$ cat config.mk
export PLATFORM = sky130hd
export DESIGN_NAME = utf8_stream_sanitizer
export DESIGN_NICKNAME = d
export VERILOG_FILES = /design/src/rtl/core/usn_pkg.sv /design/src/rtl/core/usn_core.sv /design/src/rtl/core/usn_burst.sv /design/src/rtl/core/utf8_stream_sanitizer.sv
export SDC_FILE = /design/constraint.sdc
export NUM_CORES = 1
export LEC_CHECK = 0
export BUFFER_PORTS_ARGS = -buffer_cell sky130_fd_sc_hd__clkbuf_2
export CAP_MARGIN = 15
export CORE_ASPECT_RATIO = 1.75
export CORE_MARGIN = 3
export CORE_UTILIZATION = 39
export CTS_BUF_LIST = sky130_fd_sc_hd__clkbuf_8 sky130_fd_sc_hd__clkbuf_16
export CTS_CLUSTER_DIAMETER = 100
export DETAILED_ROUTE_END_ITERATION = 16
export GPL_TIMING_DRIVEN = 1
export PLACE_DENSITY = 0.61
export SLEW_MARGIN = 20
export SYNTH_ARGS = -nofsm -noshare
export SYNTH_HDL_FRONTEND = slang
export SYNTH_SLANG_ARGS = --single-unit
$ cat constraint.sdc
create_clock -name i_clk -period 12.2 [get_ports i_clk]
set_clock_uncertainty 0.15 [all_clocks]
set_input_delay 2.44 -clock i_clk [delete_from_list [all_inputs] [get_ports i_clk]]
set_output_delay 2.44 -clock i_clk [all_outputs]
set_load 0.05 [all_outputs]
$ cat src/rtl/core/usn_pkg.sv
package usn_pkg;

    localparam int LIMIT_BITS_DEF = 16;
    localparam int TRUNC_LEN      = 12;
    localparam int BURST_BYTES    = 4;

    localparam logic [7:0] CHAR_REPL  = 8'h3f;
    localparam logic [7:0] CHAR_SPACE = 8'h20;
    localparam logic [7:0] CHAR_LF    = 8'h0a;
    localparam logic [7:0] CHAR_CR    = 8'h0d;
    localparam logic [7:0] CHAR_TAB   = 8'h09;

    typedef struct packed {
        logic [7:0] in_byte;
        logic       in_last;
    } t_in_beat;

    typedef struct packed {
        logic [7:0] out_byte;
        logic       out_last;
    } t_out_beat;

    // Results of one input beat: up to four explicit bytes, then the
    // optional truncation suffix.
    typedef struct packed {
        logic [BURST_BYTES-1:0][7:0] bytes;
        logic [2:0]                  cnt;
        logic                        trunc;
        logic                        last;
        logic [3:0]                  last_pos;
    } t_burst;

    function automatic logic [7:0] trunc_char(input logic [3:0] idx);
        logic [7:0] c;
        case (idx)
            4'd0:    c = 8'h0a;
            4'd1:    c = 8'h5b;
            4'd2:    c = 8'h74;
            4'd3:    c = 8'h72;
            4'd4:    c = 8'h75;
            4'd5:    c = 8'h6e;
            4'd6:    c = 8'h63;
            4'd7:    c = 8'h61;
            4'd8:    c = 8'h74;
            4'd9:    c = 8'h65;
            4'd10:   c = 8'h64;
            4'd11:   c = 8'h5d;
            default: c = 8'h00;
        endcase
        return c;
    endfunction

endpackage

$ cat src/rtl/core/usn_core.sv
module usn_core #(
    parameter int LIMIT_BITS = usn_pkg::LIMIT_BITS_DEF
) (
    input  logic                  i_clk,
    input  logic                  i_rst_n,
    input  logic                  i_cfg_we,
    input  logic [LIMIT_BITS-1:0] i_cfg_wdata,
    input  logic                  i_accept,
    input  usn_pkg::t_in_beat     i_beat,
    output usn_pkg::t_burst       o_desc,
    output logic                  o_desc_nonempty
);

    logic [7:0]            r_held [3];
    logic [1:0]            r_cnt;
    logic [2:0]            r_exp;
    logic [LIMIT_BITS-1:0] r_seen;
    logic                  r_trunc;
    logic [LIMIT_BITS-1:0] r_limit;

    logic [1:0]            n_cnt;
    logic [2:0]            n_exp;
    logic [LIMIT_BITS-1:0] n_seen;
    logic                  n_trunc;

    logic [7:0]            w_b;
    logic                  w_limit_on;
    logic                  w_past;
    logic [LIMIT_BITS:0]   w_seen_inc;
    logic                  w_flush;
    logic                  w_fits;
    logic                  w_complete;
    logic                  w_extend;
    logic [2:0]            w_lead_exp;
    logic [7:0]            w_begin_byte;
    logic                  w_wr_en;
    logic [1:0]            w_wr_idx;
    logic [2:0]            w_nq;
    logic [7:0]            w_spec;
    logic                  w_use_held;
    logic [2:0]            w_cnt_out;
    logic                  w_trunc_out;
    logic [4:0]            w_total;

    assign w_b        = i_beat.in_byte;
    assign w_limit_on = (r_limit != '0);
    assign w_past     = w_limit_on && (r_seen >= r_limit);
    assign w_seen_inc = {1'b0, r_seen} + {{LIMIT_BITS{1'b0}}, 1'b1};
    assign w_flush    = !w_past
                        && ((w_limit_on && (w_seen_inc >= {1'b0, r_limit})) || i_beat.in_last);

    always_comb begin
        w_fits = (w_b[7:6] == 2'b10);
        if (r_cnt == 2'd1) begin
            case (r_held[0])
                8'he0:   w_fits = w_b inside {[8'ha0:8'hbf]};
                8'hed:   w_fits = w_b inside {[8'h80:8'h9f]};
                8'hf0:   w_fits = w_b inside {[8'h90:8'hbf]};
                8'hf4:   w_fits = w_b inside {[8'h80:8'h8f]};
                default: w_fits = (w_b[7:6] == 2'b10);
            endcase
        end
    end

    assign w_complete = (r_cnt != 2'd0) && w_fits && (({1'b0, r_cnt} + 3'd1) >= r_exp);
    assign w_extend   = (r_cnt != 2'd0) && w_fits && !w_complete;

    always_comb begin
        w_lead_exp   = 3'd0;
        w_begin_byte = usn_pkg::CHAR_REPL;
        if (!w_b[7]) begin
            if (w_b < usn_pkg::CHAR_SPACE && w_b != usn_pkg::CHAR_LF
                && w_b != usn_pkg::CHAR_CR && w_b != usn_pkg::CHAR_TAB) begin
                w_begin_byte = usn_pkg::CHAR_SPACE;
            end else begin
                w_begin_byte = w_b;
            end
        end else if (w_b inside {[8'hc2:8'hdf]}) begin
            w_lead_exp = 3'd2;
        end else if (w_b inside {[8'he0:8'hef]}) begin
            w_lead_exp = 3'd3;
        end else if (w_b inside {[8'hf0:8'hf4]}) begin
            w_lead_exp = 3'd4;
        end
    end

    always_comb begin
        w_nq       = 3'd0;
        w_spec     = usn_pkg::CHAR_REPL;
        w_use_held = 1'b0;
        w_cnt_out  = 3'd0;
        n_cnt      = 2'd0;
        n_exp      = 3'd0;
        n_seen     = r_seen;
        n_trunc    = r_trunc;
        w_wr_en    = 1'b0;
        w_wr_idx   = 2'd0;
        if (w_past) begin
            w_cnt_out = {1'b0, r_cnt};
            w_nq      = {1'b0, r_cnt};
            n_trunc   = 1'b1;
        end else begin
            if (w_limit_on) begin
                n_seen = w_seen_inc[LIMIT_BITS-1:0];
            end
            if (w_complete) begin
                w_use_held = 1'b1;
                w_cnt_out  = {1'b0, r_cnt} + 3'd1;
            end else if (w_extend) begin
                w_wr_en  = 1'b1;
                w_wr_idx = r_cnt;
                n_cnt    = r_cnt + 2'd1;
                n_exp    = r_exp;
                if (w_flush) begin
                    w_cnt_out = {1'b0, r_cnt} + 3'd1;
                    w_nq      = w_cnt_out;
                end
            end else if (w_lead_exp == 3'd0) begin
                w_cnt_out = {1'b0, r_cnt} + 3'd1;
                w_nq      = {1'b0, r_cnt};
                w_spec    = w_begin_byte;
            end else begin
                w_wr_en = 1'b1;
                n_cnt   = 2'd1;
                n_exp   = w_lead_exp;
                if (w_flush) begin
                    w_cnt_out = {1'b0, r_cnt} + 3'd1;
                    w_nq      = w_cnt_out;
                end else begin
                    w_cnt_out = {1'b0, r_cnt};
                    w_nq      = w_cnt_out;
                end
            end
            if (w_flush) begin
                n_cnt = 2'd0;
                n_exp = 3'd0;
            end
        end
        if (i_beat.in_last) begin
            n_cnt   = 2'd0;
            n_exp   = 3'd0;
            n_seen  = '0;
            n_trunc = 1'b0;
        end
    end

    assign w_trunc_out = i_beat.in_last && (r_trunc || w_past);
    assign w_total     = {2'b00, w_cnt_out}
                         + (w_trunc_out ? 5'(usn_pkg::TRUNC_LEN) : 5'd0);

    always_comb begin
        for (int i = 0; i < 3; i++) begin
            if (w_use_held) begin
                o_desc.bytes[i] = (2'(i) < r_cnt) ? r_held[i] : w_b;
            end else begin
                o_desc.bytes[i] = (3'(i) < w_nq) ? usn_pkg::CHAR_REPL : w_spec;
            end
        end
        o_desc.bytes[3] = w_use_held ? w_b : w_spec;
        o_desc.cnt      = w_cnt_out;
        o_desc.trunc    = w_trunc_out;
        o_desc.last     = i_beat.in_last;
        o_desc.last_pos = 4'(w_total - 5'd1);
    end

    assign o_desc_nonempty = (w_cnt_out != 3'd0) || w_trunc_out;

    always_ff @(posedge i_clk) begin
        if (!i_rst_n) begin
            r_cnt   <= 2'd0;
            r_exp   <= 3'd0;
            r_seen  <= '0;
            r_trunc <= 1'b0;
            r_limit <= '0;
        end else begin
            if (i_accept) begin
                r_cnt   <= n_cnt;
                r_exp   <= n_exp;
                r_seen  <= n_seen;
                r_trunc <= n_trunc;
            end
            if (i_cfg_we) begin
                r_limit <= i_cfg_wdata;
            end
        end
    end

    always_ff @(posedge i_clk) begin
        if (i_accept && w_wr_en) begin
            r_held[w_wr_idx] <= w_b;
        end
    end

    a_held_shorter: assert property (@(posedge i_clk) disable iff (!i_rst_n)
        (r_cnt != 2'd0) |-> ((r_exp >= 3'd2) && ({1'b0, r_cnt} < r_exp)))
        else $error("held sequence is not shorter than its announced length");

    a_last_clears: assert property (@(posedge i_clk) disable iff (!i_rst_n)
        (i_accept && i_beat.in_last) |=> ((r_cnt == 2'd0) && !r_trunc && (r_seen == '0)))
        else $error("string state not cleared after its final beat");

endmodule

$ cat src/rtl/core/usn_burst.sv
module usn_burst (
    input  logic              i_clk,
    input  logic              i_rst_n,
    input  logic              i_load,
    input  usn_pkg::t_burst   i_desc,
    output logic              o_free,
    output logic              o_valid,
    output usn_pkg::t_out_beat o_data,
    input  logic              i_stall
);

    usn_pkg::t_burst    r_desc;
    logic               r_busy;
    logic [3:0]         r_pos;
    usn_pkg::t_out_beat r_out;
    logic               r_ovalid;

    logic               w_out_ready;
    logic               w_move;
    logic               w_done;
    logic [3:0]         w_tidx;
    logic [7:0]         w_byte;

    assign w_out_ready = !r_ovalid || !i_stall;
    assign w_move      = r_busy && w_out_ready;
    assign w_done      = w_move && (r_pos == r_desc.last_pos);
    assign o_free      = !r_busy || w_done;

    assign w_tidx = r_pos - {1'b0, r_desc.cnt};
    assign w_byte = ({1'b0, r_desc.cnt} > r_pos) ? r_desc.bytes[r_pos[1:0]]
                                                 : usn_pkg::trunc_char(w_tidx);

    always_ff @(posedge i_clk) begin
        if (!i_rst_n) begin
            r_busy   <= 1'b0;
            r_pos    <= 4'd0;
            r_ovalid <= 1'b0;
        end else begin
            if (i_load) begin
                r_busy <= 1'b1;
                r_pos  <= 4'd0;
            end else if (w_done) begin
                r_busy <= 1'b0;
            end else if (w_move) begin
                r_pos <= r_pos + 4'd1;
            end
            if (w_move) begin
                r_ovalid <= 1'b1;
            end else if (w_out_ready) begin
                r_ovalid <= 1'b0;
            end
        end
    end

    always_ff @(posedge i_clk) begin
        if (i_load) begin
            r_desc <= i_desc;
        end
        if (w_move) begin
            r_out.out_byte <= w_byte;
            r_out.out_last <= w_done && r_desc.last;
        end
    end

    assign o_valid = r_ovalid;
    assign o_data  = r_out;

    a_pos_in_burst: assert property (@(posedge i_clk) disable iff (!i_rst_n)
        r_busy |-> (r_pos <= r_desc.last_pos))
        else $error("burst position ran past its final byte");

    a_no_overwrite: assert property (@(posedge i_clk) disable iff (!i_rst_n)
        i_load |-> (!r_busy || w_done))
        else $error("new burst loaded over one still in flight");

    a_desc_count: assert property (@(posedge i_clk) disable iff (!i_rst_n)
        i_load |-> ((i_desc.cnt <= 3'd4) && ((i_desc.cnt != 3'd0) || i_desc.trunc)))
        else $error("burst loaded with a bad byte count");

endmodule

$ cat src/rtl/core/utf8_stream_sanitizer.sv
// Strict UTF-8 sanitizer for a byte stream.
// Input channel: i_in_valid / o_in_stall carry one text byte per beat with a
// flag on the final byte of a string. Output channel: o_out_valid /
// i_out_stall carry the cleaned bytes; the final byte of a string has
// out_last set. i_cfg_we writes the byte limit (zero means no limit).
// A beat may give no output bytes (a multi-byte sequence still being held)
// or a burst of up to 16: held bytes when a sequence completes, '?' bytes
// for a broken or cut sequence, and the truncation suffix at string end.
// An accepted beat's burst is loaded into the burst register, and its bytes
// then pass through the output register. The output side moves one byte
// per cycle unless the receiver stalls; a new input beat is taken in every
// cycle in which the burst register is empty or hands over its last byte,
// so unstalled plain text runs at one byte per cycle.
// When the receiver stalls, the output register holds its byte, the burst
// register fills behind it, and then o_in_stall rises.
// Reset clears the sequence state, the counters, the limit and the busy
// and valid flags of both output-side registers, but not their data.
module utf8_stream_sanitizer #(
    parameter int LIMIT_BITS = usn_pkg::LIMIT_BITS_DEF
) (
    input  logic                  i_clk,
    input  logic                  i_rst_n,
    input  logic                  i_cfg_we,
    input  logic [LIMIT_BITS-1:0] i_cfg_wdata,
    input  logic                  i_in_valid,
    input  usn_pkg::t_in_beat     i_in_data,
    output logic                  o_in_stall,
    output logic                  o_out_valid,
    output usn_pkg::t_out_beat    o_out_data,
    input  logic                  i_out_stall
);

    usn_pkg::t_burst w_desc;
    logic            w_desc_nonempty;
    logic            w_free;
    logic            w_accept;

    assign o_in_stall = !w_free;
    assign w_accept   = i_in_valid && w_free;

    usn_core #(
        .LIMIT_BITS(LIMIT_BITS)
    ) u_core (
        .i_clk           (i_clk),
        .i_rst_n         (i_rst_n),
        .i_cfg_we        (i_cfg_we),
        .i_cfg_wdata     (i_cfg_wdata),
        .i_accept        (w_accept),
        .i_beat          (i_in_data),
        .o_desc          (w_desc),
        .o_desc_nonempty (w_desc_nonempty)
    );

    usn_burst u_burst (
        .i_clk   (i_clk),
        .i_rst_n (i_rst_n),
        .i_load  (w_accept && w_desc_nonempty),
        .i_desc  (w_desc),
        .o_free  (w_free),
        .o_valid (o_out_valid),
        .o_data  (o_out_data),
        .i_stall (i_out_stall)
    );

endmodule
==> results of run 1 <==
-- flip-flops by register name, indices dropped and copies added, names as in the netlist --
register         cells
u_burst.o_data       9
u_core.r_exp         3
u_core.r_seen       16
u_core.r_trunc       1
u_core.r_limit      16
u_core.r_held       24
u_burst.r_pos        4
u_core.r_cnt         2
u_burst.r_busy       1
u_burst.o_valid      1
u_burst.r_desc      40
-- synth_stat cells (5+ instances only) --
library cell	number	area [um^2]
edfxtp_1	73	2192
ha_1	56	700.7
dfxtp_1	44	880.8
inv_1	40	150.1
mux2i_1	40	400.4
nand2_1	40	150.1
nor2_1	40	150.1
a21oi_1	35	175.2
nor2b_1	23	143.9
o21ai_0	22	110.1
a22oi_1	18	135.1
nand3_1	18	90.09
clkbuf_1	17	63.81
xnor2_1	14	122.6
nor3_1	11	55.05
xor2_1	10	87.58
buf_2	9	45.04
nand4_1	9	56.30
mux4_2	8	180.2
a32oi_1	7	61.31
o211ai_1	7	52.55
a21o_1	6	45.04
and3b_1	6	52.55
nand2b_1	5	31.28
-- through the flow --
step                utilization  area (um^2)
floorplan                     -         6970
global placement         0.4198         7362
detailed placement       0.4198         7362
CTS                      0.4552         7983
global route             0.4552         7983
finish                   0.4552         7983
-- cells by family after synthesis --
logic type	count (synthesis)	share of synthesized area
buffers and inverters	71	0.04092
flip-flops	117	0.4409
AO/OA/AOI/OAI	142	0.1463
multiplexers	50	0.08652
AND/OR/NAND/NOR	185	0.1467
XOR/XNOR	25	0.03249
adder cells (fa/ha/maj)	58	0.1063
-- power by group --
group | total, mW | switching (mW) | internal, mW
registers | 0.463 | 0.0133 | 0.450
clock network | 0.525 | 0.198 | 0.327
logic | 0.170 | 0.109 | 0.0618
total | 1.16 | 0.320 | 0.839
-- final cells by class --
type,count,area (um^2)
clock buffer,17,425.4
clock inverter,15,195.2
multi-input combinational,460,3620
fill,1644,9554
inverter,40,150.1
sequential,117,3073
tap,231,289.0
timing repair buffer,44,230.2
-- layer usage --
metal  vias up  wire length [um]  track usage
met3        47               534      0.02888
li1       2489                 -            -
met4         0               608       0.1004
met5         -                 0            0
met1      2462              5822       0.1643
met2       138              9636       0.3509
-- path summary, 6_finish.rpt --
path,from,depth (start not counted),endpoint,slack (ps)
max,i_out_stall,6,o_in_stall,6430
min,u_core.r_exp[0]$_SDFFE_PN0P_,2,u_core.r_exp[0]$_SDFFE_PN0P_,330
max reg2reg,u_core.r_seen[2]$_SDFFE_PN0P_,17,u_burst.r_desc[35]$_DFFE_PP_,6460
min reg2reg,u_core.r_exp[0]$_SDFFE_PN0P_,2,u_core.r_exp[0]$_SDFFE_PN0P_,330
-- tightest hold or removal path: cells and delay by family, from the launching register on --
family | cells | cell delay (ps)
AO/OA/AOI/OAI | 1 | 60
buffers and inverters | 1 | 60
flip-flops | 1 | 310
==> reports/metrics.cfg, run 1 <==
[final_layout]
final_common_cell=edfxtp_1
finalNetCount=768
final_cell_mix=edfxtp_1, ha_1, dfxtp_1
syn_to_final_growth_pct=14.52
drive_gt1_frac=0.1616
num_antenna_cells=0
fin_cells=924

[clock_network]
cts_hold_buf=0
root_buffer=clkbuf_16
htreeDepth=4
clk_pin_slew_ps=60
clk_latency_ps=420
clk_path_buf_depth=2
cts_tree=done
cts_resized=0
cts_setup_buffers=0
cts_buffers=17
cts.sinks=117

[synthesis]
ys_ff_latch=117
synthFlopType=edfxtp_1
seq_area_frac_synth=0.4409
syn-num-nets=736
syn-cell-area_um2=6970
synth_cell_types=76
synth_warnings=0
syn-instance-count=648
async_reset_ff_frac=0
synth_edf_count=73
avgSynthCellArea_um2=10.76

[critical_path]
critPathKind=input port to output pin
critPathBufInv=3
crit_family=buffers and inverters
cp_slowest_cell=clkbuf_2
crit_chain=clkbuf_2, nand2_1, nand2_1, o21ai_2, inv_1, clkbuf_2
cp_max_fo=4
end_kind=output pin
cp.arrival_ps=3180
critPathMaxStageDelay_ps=240
worstPathRequired_ps=9610
cp-start-kind=input port

[detailed_routing]
avgViaCountPerCell=5.558
drc_errors=0
dr_total_vias=5136
drtIter0Drc=288
drtAntennaViolNets=0
routedWlPerCell_um=17.97
firstDrtPassIters=5
wl_um=16600

[placed_design]
dp_slack_ps=6242
place.port_buffers=40
dp.final_hpwl_um=12840
gp_congestion=0.9250
dp_cells=892

[floorplanning]
fp.dieW_um=107.1
design.core.area_um2=17540
rows=64
dieArea_um2=19580
die_h_um=182.9
initial_core_util=0.3975
io_pins=41

[sta]
finalHoldWorstSlack_ps=325.6
fin_ws_ps=6434
worstMarginPinSlew_ps=1019
fin_tns_setup_ps=0
post-route-min-period_ps=5766
fmax_mhz=173.4
hold_viol=0
finalSetupViolations=0
rsz0062_at_grt=no
relSlewSlack=0.3193
period_share=0.4726
drv_slew=0

[flow_run]
cap_violations=0

[grt]
grt-ovfl-total=0
grt_pass1_wl_um=26920
grt_max_degree=41
antenna_found_initial=0
grt_pass1_vias=5412
grt_usage=0.1768

[power_and_ir_drop]
power.leakage_nw=3.147
peakVddDrop_mv=0.08759
total_power_mw=1.159
power_density_nw_per_um2=145.2

[run_status]
status=finished, final reports clean

[min_path]
hold_path_class=flop to flop

No activity file was read; power rests on OpenSTA's default activity.
==> inputs of run 2 (changes only) <==
==> constraint.sdc (replaced) <==
create_clock -name i_clk -period 5.4 [get_ports i_clk]
set_clock_uncertainty 0.15 [all_clocks]
set_input_delay 1.08 -clock i_clk [delete_from_list [all_inputs] [get_ports i_clk]]
set_output_delay 1.08 -clock i_clk [all_outputs]
set_load 0.05 [all_outputs]
==> run 2 against run 1 <==
Compared with the run above:
- worst setup slack got worse by 6100 ps
- non-clock buffer count increased by 2
- die area unchanged
- sequential power increased by 120%
- count of clock-buffer cells in the layout unchanged
- highest routed layer unchanged
==> reports/metrics.cfg, run 2 (synthesized netlist as in run 1, its figures left out) <==
[run_status]
status=finished, final reports clean

[detailed_routing]
drtAntennaViolNets=0
avgViaCountPerCell=5.607
drtIter0Drc=291
wl_um=16600
drc_errors=0
firstDrtPassIters=5
dr_total_vias=5192
routedWlPerCell_um=17.92

[sta]
hold_viol=0
worstMarginPinSlew_ps=817.8
finalSetupViolations=0
rsz0062_at_grt=no
period_share=0.9429
post-route-min-period_ps=5092
fin_tns_setup_ps=0
fin_ws_ps=308.5
drv_slew=0
fmax_mhz=196.4
relSlewSlack=0.4530
finalHoldWorstSlack_ps=336.4

[final_layout]
reg_top3=u_burst.r_desc (40), u_core.r_held (24)
largest_register=u_burst.r_desc
final_core_util=0.4560
num_antenna_cells=0
drive_gt1_frac=0.1640
syn_to_final_growth_pct=14.72
largest_register_ffs=40
fin_cells=926
final_common_cell=edfxtp_1
fin_area_um2=7996
finalNetCount=770
final_cell_mix=edfxtp_1, ha_1, dfxtp_1

[placed_design]
place_area_um2=7390
dp_cells=894
place.port_buffers=40
dp_slack_ps=362.5
dp.final_hpwl_um=12810
gp_congestion=0.8856

[critical_path]
critPathMaxStageDelay_ps=430
cp_slowest_cell=dfxtp_1
crit_top_cell=ha_1
cp_max_fo=39
critPathKind=flop to flop
crit_chain=and3_1, and3_1, nand3_1, nor2_1, nand2_1, xnor2_1, ha_1, nand3_1, nor3_1, o21ai_0, a32oi_4, ha_1, mux2_2, a31o_2, ha_1, nor3b_2, nor2_4, buf_12
end_kind=flop
cp.arrival_ps=5050
critPathBufInv=1
cp-start-kind=flop
crit_family=simple AND/OR/NAND/NOR gates
worstPathRequired_ps=5360

[power_and_ir_drop]
power_density_nw_per_um2=323.5
peakVddDrop_mv=0.1938
power.leakage_nw=3.141
total_power_mw=2.586

[floorplanning]
die_h_um=182.9
dieArea_um2=19580
io_pins=41
rows=64
design.core.area_um2=17540
fp.dieW_um=107.1
initial_core_util=0.3975

[clock_network]
cts.sinks=117
htreeDepth=4
cts_tree=done
clk_pin_slew_ps=60
clk_latency_ps=420
root_buffer=clkbuf_16
clk_path_buf_depth=2
cts_buffers=17

[grt]
grt_pass1_wl_um=27200
antenna_found_initial=0
grt_max_degree=41
grt_pass1_vias=5420
grt-ovfl-total=0
grt_usage=0.1767

[min_path]
hold_path_class=flop to flop

[flow_run]
cap_violations=0

[run 2: cell types whose count changed in the layout (fill, tap and decap cells not counted)]
| cell | before | now |
|---|---|---|
| inv_8 | 3 | 0 |
| clkinvlp_4 | 2 | 4 |
| clkinv_4 | 2 | 1 |
| nor3_1 | 11 | 10 |
| clkinv_1 | 0 | 2 |
| nor3_2 | 0 | 1 |
| buf_4 | 4 | 5 |
| clkinv_2 | 0 | 1 |
| inv_1 | 41 | 40 |
| buf_12 | 0 | 1 |
[run 2: final timing paths]
path | depth (start not counted) | end | startpoint | slack (ps)
setup reg to reg | 18 | u_burst.r_desc[36]$_DFFE_PP_ | u_core.r_seen[2]$_SDFFE_PN0P_ | 310
hold / removal | 2 | u_core.r_exp[0]$_SDFFE_PN0P_ | u_core.r_exp[0]$_SDFFE_PN0P_ | 340
hold reg to reg | 2 | u_core.r_exp[0]$_SDFFE_PN0P_ | u_core.r_exp[0]$_SDFFE_PN0P_ | 340
setup / recovery | 18 | u_burst.r_desc[36]$_DFFE_PP_ | u_core.r_seen[2]$_SDFFE_PN0P_ | 310
[run 2: worst min-delay path, stage by stage (launching register included)]
cell	delay, ps
dfxtp_1	310
inv_1	70
o32ai_2	60
[run 2: area by class of cell]
class	instances	area, um^2
timing repair buffer	46	257.7
sequential	117	3073
clock inverter	15	176.4
inverter	40	150.1
fill	1596	9540
tap	231	289.0
multi-input combinational	460	3625
clock buffer	17	425.4
[run 2: metal layers]
layer  GRT usage  share of wire
met5           0              0
met3     0.03628          0.037
met4      0.1039          0.048
met1      0.1678           0.35
met2      0.3396           0.57
[run 2: repair_timing]
action / in CTS / in global routing
hold buffers: 0 / 0
buffers inserted: 0 / 0
gates resized for setup: 0 / 1
endpoints found under the setup margin: 0 / 39
[run 2: report_power, final]
group / internal (mW) / switching [mW] / leakage [nW]
logic: 0.143 / 0.246 / 1.84
clock network: 0.726 / 0.426 / 0.282
registers: 1.02 / 0.0287 / 1.02
total: 1.89 / 0.700 / 3.14
==> inputs of run 3 (changes only) <==
--- a/config.mk
+++ b/config.mk
@@ -14,6 +14,7 @@
 export CTS_CLUSTER_DIAMETER = 100
 export DETAILED_ROUTE_END_ITERATION = 16
 export GPL_TIMING_DRIVEN = 1
+export MAX_ROUTING_LAYER = met4
 export PLACE_DENSITY = 0.61
 export SLEW_MARGIN = 20
 export SYNTH_ARGS = -nofsm -noshare
==> run 3 against run 2 <==
Compared with the run above:
- flip-flop and latch count stayed put
- fmax hardly changed
- power hardly changed
- wire length is 0.19% lower
- largest cell class unchanged
- worst hold slack better by 1.6 ps
- register-to-register slack hardly changed
- via count is 0.71% lower
- critical endpoint is now u_burst.r_desc[22]$_DFFE_PP_
- global-route usage is 0.53 points higher
- die area stayed put
==> reports/metrics.cfg, run 3 (synthesized netlist as in run 1, its figures left out) <==
[run_status]
status=finished, final reports clean

[detailed_routing]
drc_errors=0
routedWlPerCell_um=17.89
wl_um=16570
firstDrtPassIters=6
drtAntennaViolNets=0
avgViaCountPerCell=5.567
drtIter0Drc=304
dr_total_vias=5155

[final_layout]
final_common_cell=edfxtp_1
largest_register=u_burst.r_desc
reg_top3=u_burst.r_desc (40), u_core.r_held (24)
num_antenna_cells=0
final_cell_mix=edfxtp_1, ha_1, dfxtp_1
final_core_util=0.4560
largest_register_ffs=40
finalNetCount=770
syn_to_final_growth_pct=14.72
drive_gt1_frac=0.1640

[clock_network]
cts_tree=done
cts.sinks=117
cts_hold_buf=0
root_buffer=clkbuf_16
cts_setup_buffers=0
clk_latency_ps=420
htreeDepth=4
clk_pin_slew_ps=60
clk_path_buf_depth=2
cts_buffers=17

[flow_run]
cap_violations=0

[grt]
grt-ovfl-total=0
grt_usage=0.1820
grt_pass1_wl_um=27190
grt_pass1_vias=5415
antenna_found_initial=0
grt_max_degree=41

[floorplanning]
io_pins=41
design.core.area_um2=17540
fp.dieW_um=107.1
die_h_um=182.9
dieArea_um2=19580
rows=64
initial_core_util=0.3975

[sta]
drv_slew=0
fin_tns_setup_ps=0
fmax_mhz=196.4
hold_viol=0
rsz0062_at_grt=no
finalSetupViolations=0
post-route-min-period_ps=5092
relSlewSlack=0.4570
worstMarginPinSlew_ps=811.8
period_share=0.9430

[critical_path]
critPathKind=flop to flop
critPathMaxStageDelay_ps=420
end_kind=flop
crit_top_cell=ha_1
worstPathRequired_ps=5350
critPathBufInv=1
cp.arrival_ps=5050
cp-start-kind=flop
cp_slowest_cell=dfxtp_1
cp_max_fo=39
crit_chain=and3_1, and3_1, nand3_1, nor2_1, nand2_1, xnor2_1, ha_1, nand3_1, nor3_1, o21ai_0, a32oi_4, ha_1, mux2_2, a31o_2, ha_1, nor3b_2, nor2_4, buf_12
crit_family=simple AND/OR/NAND/NOR gates

[power_and_ir_drop]
power.leakage_nw=3.141
p_int_mw=1.886
p_sw_uw=702.0
p_seq_frac=0.404
clkPwrFrac=0.446
power_density_nw_per_um2=323.7
total_power_mw=2.588
combinationalPowerShare=0.151
peakVddDrop_mv=0.1915
p_sw_frac=0.2712

[min_path]
hold_path_class=flop to flop

[placed_design]
dp.final_hpwl_um=12810
place.port_buffers=40
gp_congestion=0.9018

[run 3: cell counts in the layout (fill, tap and decap cells not counted)]
No cell type changed its count.
[run 3: what timing repair did]
action / CTS / global route
resized for setup: 0 / 1
hold endpoints to repair: 0 / 0
endpoints found under the setup margin: 0 / 39
[run 3: worst min-delay path: stages, from the launching register on]
cell and delay (ps):
dfxtp_1 310, inv_1 70, o32ai_2 60
[run 3: layout make-up]
class	count	area [um^2]
fillers	1596	9540
multi-input cells	460	3625
flip-flops and latches	117	3073
clock buffers	17	425.4
well taps	231	289.0
repair buffers	46	257.7
clock inverters	15	176.4
inverters	40	150.1
[run 3: final timing paths]
kind | startpoint | end | slack, ps | cells past startpoint
setup / recovery | u_core.r_seen[2]$_SDFFE_PN0P_ | u_burst.r_desc[22]$_DFFE_PP_ | 310 | 18
hold / removal | u_core.r_exp[0]$_SDFFE_PN0P_ | u_core.r_exp[0]$_SDFFE_PN0P_ | 340 | 2
setup reg to reg | u_core.r_seen[2]$_SDFFE_PN0P_ | u_burst.r_desc[22]$_DFFE_PP_ | 310 | 18
hold reg to reg | u_core.r_exp[0]$_SDFFE_PN0P_ | u_core.r_exp[0]$_SDFFE_PN0P_ | 340 | 2
[run 3: stage by stage]
step	cell area [um^2]	hold WS, ps	cells	setup WS (ps)
CTS	7991	340.6	926	333.2
floorplan	6978	299.2	648	377.6
finish	7996	338.1	926	308.1
global route	7996	355.2	926	2.443
detailed placement	7390	330.3	894	362.5
global placement	7390	319.5	894	505.9
[run 3: power by group through the flow]
stage,Clock [mW],Combinational [mW],Sequential [mW]
2_1_floorplan,0,0.260,1.08
3_3_place_gp,0,0.375,1.06
3_5_place_dp,0,0.390,1.07
4_1_cts,1.17,0.392,1.05
5_1_grt,1.21,0.434,1.05
6_report,1.15,0.390,1.04
[run 3: per-layer routing]
layer  GRT usage  part of all wire  vias up
met5           -                 0        -
met4      0.1055             0.048        0
met3     0.03381             0.031       54
met2      0.3399              0.57      159
met1      0.1687              0.35     2466
li1            -                 -     2476
